**src/hdl/dua_pkg.sv**
```systemverilog
// dua_pkg: shared types, constants and saturating helpers for the disk usage accumulator
// no dependencies; imported by every module of the block except dua_ram

package dua_pkg;

  localparam int unsigned OWNER_ENTRIES = 1024;
  localparam int unsigned SIZE_BINS     = 512;

  localparam int unsigned OWNER_AW = $clog2(OWNER_ENTRIES);
  localparam int unsigned BIN_AW   = $clog2(SIZE_BINS);
  localparam int unsigned CLR_LEN  = (OWNER_ENTRIES > SIZE_BINS) ? OWNER_ENTRIES : SIZE_BINS;
  localparam int unsigned CLR_AW   = $clog2(CLR_LEN);

  localparam int unsigned KB_W   = 23;
  localparam int unsigned PROD_W = 26;

  localparam logic [3:0] TYPE_FREE = 4'h0;
  localparam logic [3:0] TYPE_DIR  = 4'h4;
  localparam logic [3:0] TYPE_REG  = 4'h8;

  typedef enum logic [1:0] {
    CMD_ACCOUNT = 2'd0,
    CMD_READ    = 2'd1,
    CMD_CLEAR   = 2'd2
  } cmd_e;

  typedef struct packed {
    logic [1:0]  command;
    logic [15:0] file_mode;
    logic [31:0] size_bytes;
    logic [15:0] owner_id;
    logic [9:0]  entry_index;
  } in_item_t;

  typedef struct packed {
    logic [15:0] entry_count;
    logic [31:0] amount_kbytes;
    logic        is_last_bin;
  } out_item_t;

  typedef struct packed {
    logic accept;
    logic update;
    logic load_out;
    logic clr_wr;
    logic clr_start;
  } ctrl_cmd_t;

  typedef struct packed {
    logic clr_done;
  } dp_status_t;

  function automatic logic [31:0] add_sat32(input logic [31:0] a, input logic [31:0] b);
    logic [32:0] s;
    s = {1'b0, a} + {1'b0, b};
    return s[32] ? 32'hFFFF_FFFF : s[31:0];
  endfunction

  function automatic logic [15:0] inc_sat16(input logic [15:0] a);
    return (&a) ? a : a + 16'd1;
  endfunction

endpackage

```
**src/hdl/dua_ctrl.sv**
```systemverilog
// dua_ctrl: sequencer for request acceptance, table update, result handoff and clearing
// depends on dua_pkg

module dua_ctrl import dua_pkg::*; (
  input  logic       clk_i,
  input  logic       rst_ni,
  input  logic       in_valid_i,
  input  logic [1:0] in_cmd_i,
  input  logic       out_stall_i,
  input  dp_status_t status_i,
  output logic       in_stall_o,
  output logic       out_valid_o,
  output ctrl_cmd_t  cmd_o
);

  typedef enum logic [1:0] {
    S_CLEAR,
    S_IDLE,
    S_UPDATE
  } state_e;

  state_e    state_q, state_d;
  logic      is_read_q, is_read_d;
  logic      out_valid_q, out_valid_d;
  ctrl_cmd_t cmd;
  logic      out_free;

  assign out_free = !out_valid_q || !out_stall_i;

  always_comb begin
    state_d   = state_q;
    is_read_d = is_read_q;
    cmd       = '0;
    case (state_q)
      S_CLEAR: begin
        cmd.clr_wr = 1'b1;
        if (status_i.clr_done) begin
          state_d = S_IDLE;
        end
      end
      S_IDLE: begin
        if (in_valid_i) begin
          cmd.accept = 1'b1;
          case (in_cmd_i)
            CMD_CLEAR: begin
              cmd.clr_start = 1'b1;
              state_d       = S_CLEAR;
            end
            CMD_ACCOUNT: begin
              is_read_d = 1'b0;
              state_d   = S_UPDATE;
            end
            CMD_READ: begin
              is_read_d = 1'b1;
              state_d   = S_UPDATE;
            end
            default: begin
              state_d = S_IDLE;
            end
          endcase
        end
      end
      S_UPDATE: begin
        if (!is_read_q || out_free) begin
          cmd.update   = 1'b1;
          cmd.load_out = is_read_q;
          state_d      = S_IDLE;
        end
      end
      default: begin
        state_d = S_CLEAR;
      end
    endcase
    out_valid_d = cmd.load_out ? 1'b1 : (out_valid_q && out_stall_i);
  end

  always_ff @(posedge clk_i or negedge rst_ni) begin
    if (!rst_ni) begin
      state_q     <= S_CLEAR;
      is_read_q   <= 1'b0;
      out_valid_q <= 1'b0;
    end else begin
      state_q     <= state_d;
      is_read_q   <= is_read_d;
      out_valid_q <= out_valid_d;
    end
  end

  assign in_stall_o  = (state_q != S_IDLE);
  assign out_valid_o = out_valid_q;
  assign cmd_o       = cmd;

endmodule

```
**config.mk**
```make
export PLATFORM = sky130hd
export DESIGN_NAME = dua_ctrl
export DESIGN_NICKNAME = d
export VERILOG_FILES = /design/src/hdl/dua_pkg.sv /design/src/hdl/dua_ctrl.sv
export SDC_FILE = /design/constraint.sdc
export NUM_CORES = 1
export LEC_CHECK = 0
export ABC_CLOCK_PERIOD_IN_PS = 3400
export BUFFER_PORTS_ARGS = -buffer_cell sky130_fd_sc_hd__buf_2
export CORE_AREA = 2 2 39 41
export DETAILED_ROUTE_END_ITERATION = 10
export DIE_AREA = 0 0 41 43
export SLEW_MARGIN = 10
export SYNTH_ARGS = -nofsm -noshare
export SYNTH_HDL_FRONTEND = slang
export SYNTH_SLANG_ARGS = --single-unit
```
**constraint.sdc**
```tcl
create_clock -name clk_i -period 3.4 [get_ports clk_i]
set_input_delay 0.68 -clock clk_i [delete_from_list [all_inputs] [get_ports clk_i]]
set_output_delay 0.68 -clock clk_i [all_outputs]
set_load 0.02 [all_outputs]
```
# After elaboration in Yosys (flattened, before gate mapping)
# Index checks and enable logic that the tools add are counted.
[totals]
rom_bits = 0
ram_bits = 0
ff_bits = 4
latch_bits = 0
memories = 0
[classes]
n_eq_ne = 8
muxes = 15
order_cmp = 0
n_addsub = 0
mul = 0
bitwise = 0
n_div = 0
n_reduce_logical = 12
shifts = 0
[op_table]
columns = ["op", "count"]
rows = [
  ["$mux W2", 5],
  ["$mux W1", 7],
  ["$ne A2 B2 Y1 const B", 3],
  ["$pmux W2 S3", 1],
  ["$reduce_and A3 Y1", 2],
  ["$eq A2 B1 Y1 const B", 2],
  ["$eq A2 B2 Y1 const B", 2],
  ["$logic_not A2 Y1", 2],
  ["$pmux W2 S2", 1],
  ["$logic_not A1 Y1", 3],
  ["$logic_or A1 B1 Y1", 2],
  ["$ne A2 B1 Y1 const B", 1],
  ["$pmux W1 S2", 1],
  ["$reduce_bool A2 Y1", 1],
  ["$reduce_or A2 Y1", 1],
  ["$logic_and A1 B1 Y1", 1],
]

# Depth between registers and ports, before layout
[depth]
depth_word = 6
ltp_mapped = 2
ltp_nobuf = 2

# Worst setup path after synthesis
# Ideal clock, no wire load.
[synth_path]
kind = "input to output"
from = "input port in_valid_i"
to = "output port cmd_o[0] in the netlist's numbering"
path_slack_ps = 1390
stages = 2
arrival_ps = 1330
t_required_ps = 2720
cell_sequence = "nand3b_1 nor3b_1"
[synth_rtl]
columns = ["item", "line", "text"]
rows = [
  ["start: declaration", "dua_ctrl.sv:7", "input logic in_valid_i,"],
  ["end: declaration", "dua_ctrl.sv:13", "output ctrl_cmd_t cmd_o"],
]

==> impl_results.md <==
- Global-route wire length before repair: 800 um
- Routed len/inst: 9.70 um
- Hold buffer count at cts: 0
- Count of cell types in the netlist: 16
- Period minus WS final: 1.98 ns
- Hold crit path type: in2async
- IO Count: 14
- Worst setup EP type: primary output
- Synth Register Bits: 4
- Routed vias: 226
- # fillers: 153
- Core area: 1380 um2
- Effective utilization at floorplan: 16.1%
- Post-route DRC violation count: 0
- Critical Path AT: 1.30 ns
- Final nets: 47
- Via count of the first global-routing pass: 202
- Critical path fanouts, max: 8
- Delay-heaviest family, CP: simple AND/OR/NAND/NOR gates
- Startpoint types: flip-flop
- PD cells: 708 nW/um2
- CTS H-Tree Depth: 1
- Chip height: 43 um
- CTS max path bufs: 2
- Initial DRC count: 3
- CP max stage cell: dfrtp_1
- DIE AREA: 1760 um2
- Setup violators final: 0
- Max incr delay on CP: 0.44 ns
- Ys Warns: 0
- Average size of a mapped cell: 10.1 um2
- DRT antenna net count: 0
- Antenna violations before repair: 0
- Post-CTS Resized: 0
- Number of CTS-inserted buffers: 3
- Mapped Cells: 22
- Leak Pwr: 0.170 nW
- Peak VDD IR: 0.283 mV
- Most frequent cells in the layout: 13 x buf_2, 4 x dfrtp_1, 3 x clkbuf_4
- Critical path depth: 3
- Sequential element share of the synthesized area: 44.9%
- Slew at the pin closest to its max-slew limit: 0.268 ns
- RSZ-0062 raised after global routing: no
- # Post-CTS Setup Buffers: 0
- GPL Wtd Cong: 0.726
- Total gr overflow: 0
- Outcome: finished clean
- Clock-pin slew on the worst setup and hold paths: 0.04 ns
- MaxCap Viol Count: 0
- Detailed Routing Iterations Pass 1: 2
- FF-to-FF path depth: 2
- GRT Resource Usage Total: 7.35%
- Synthesized cell area: 223 um2
- Clock skew: 0.000164 ns
- Final WL: 524 um
- Largest net degree at the start of global routing: 9
- TNS Setup: 0 ns
- Most common cell after layout, fill and taps aside: buf_2
- Fmax: 505 MHz
- Worst EP required: 2.72 ns
- WP buf/inv: 1
- WS Path Type: reg2out
- CTS tree: yes
- Synth Net Count: 29
- Clock Root Buffer: clkbuf_4
- Final worst-path cycle share: 58.3%
- Worst path cell trace: nand3b_1 -> nor3b_1 -> buf_2
- Final Total Pwr: 234 uW
- DIE WIDTH: 41 um
- Clock sinks: 4
- Layout cell share with drive strength beyond 1: 44.7%
- Port buffer count: 13
- Clk_lat worst skew: 0.23 ns
- N_diodes: 0
- Final Hold Viols: 0
- FP Rows: 14
- Via density: 4.19
- Area growth, synth to finish: 48.3%
- Slew HR: 81.9%
- Slew Limit Fails: 0
## sequential cells by signal, summed over array words and instances, names as in the netlist
name,count
out_valid_o,1
state_q,2
is_read_q,1
## where the power goes
part | internal, mW | total, mW | switching, mW
Combinational | 0.0416 | 0.0911 | 0.0495
Clock | 0.0394 | 0.0581 | 0.0187
Sequential | 0.0632 | 0.0846 | 0.0214
Total | 0.144 | 0.234 | 0.0896
## per-layer routing
metal	part of all wire, %	GRT usage [%]	vias up
met5	0	0	-
li1	-	-	116
met1	47	8.77	99
met3	12	9.42	0
met2	41	8.75	11
met4	0	0	0
## area by class of cell
| type | instances | area, um2 | share of cell area (%) |
|---|---|---|---|
| repair buffers | 13 | 65.1 | 19.7 |
| clock buffers | 3 | 22.5 | 6.82 |
| multi-input cells | 16 | 115 | 34.8 |
| inverters | 2 | 7.51 | 2.27 |
| flip-flops and latches | 4 | 100 | 30.3 |
| well taps | 16 | 20.0 | 6.06 |
## cells in the mapped netlist
master     n  area [um2]
nor2_1     1        3.75
dfrtp_1    4         100
o21ba_2    1        10.0
a21boi_0   1        7.51
nor3b_1    1        7.51
a21oi_1    1        5.00
mux2_1     1        11.3
inv_1      2        7.51
o22ai_1    1        6.26
or2b_1     1        7.51
nand4_1    1        6.26
nor4bb_1   1        10.0
nand2_1    2        7.51
o2bb2ai_1  1        8.76
nand3b_1   2        15.0
a311oi_1   1        8.76
## logic make-up after synthesis
logic type	count (synthesis)	synth area share, %
mux	1	5.06
simple gates	9	25.8
flops	4	44.9
compound gates	6	20.8
buf+inv	2	3.37
## metrics by stage
stage	cell area, um2	setup slack (ns)	hold WS (ns)	util, %	instances
floorplan	223	1.39	0.384	-	22
global placement	308	1.43	0.489	22.2	51
detailed placement	308	1.44	0.490	22.2	51
CTS	330	1.40	0.239	23.9	54
global route	330	1.31	0.236	23.9	54
finish	330	1.42	0.246	23.9	54
## final timing paths
check | startpoint | end | slack [ns]
max reg2reg | state_q[1] | is_read_q | 2.16
min in group clk_i | out_valid_o | out_valid_o | 0.54
min | rst_ni | state_q[1] | 0.25
max | state_q[1] | cmd_o[0] | 1.42
max in group asynchronous | rst_ni | state_q[0] | 3.04
min reg2reg | out_valid_o | out_valid_o | 0.54
Note: power is estimated with default switching activity, not from simulation.
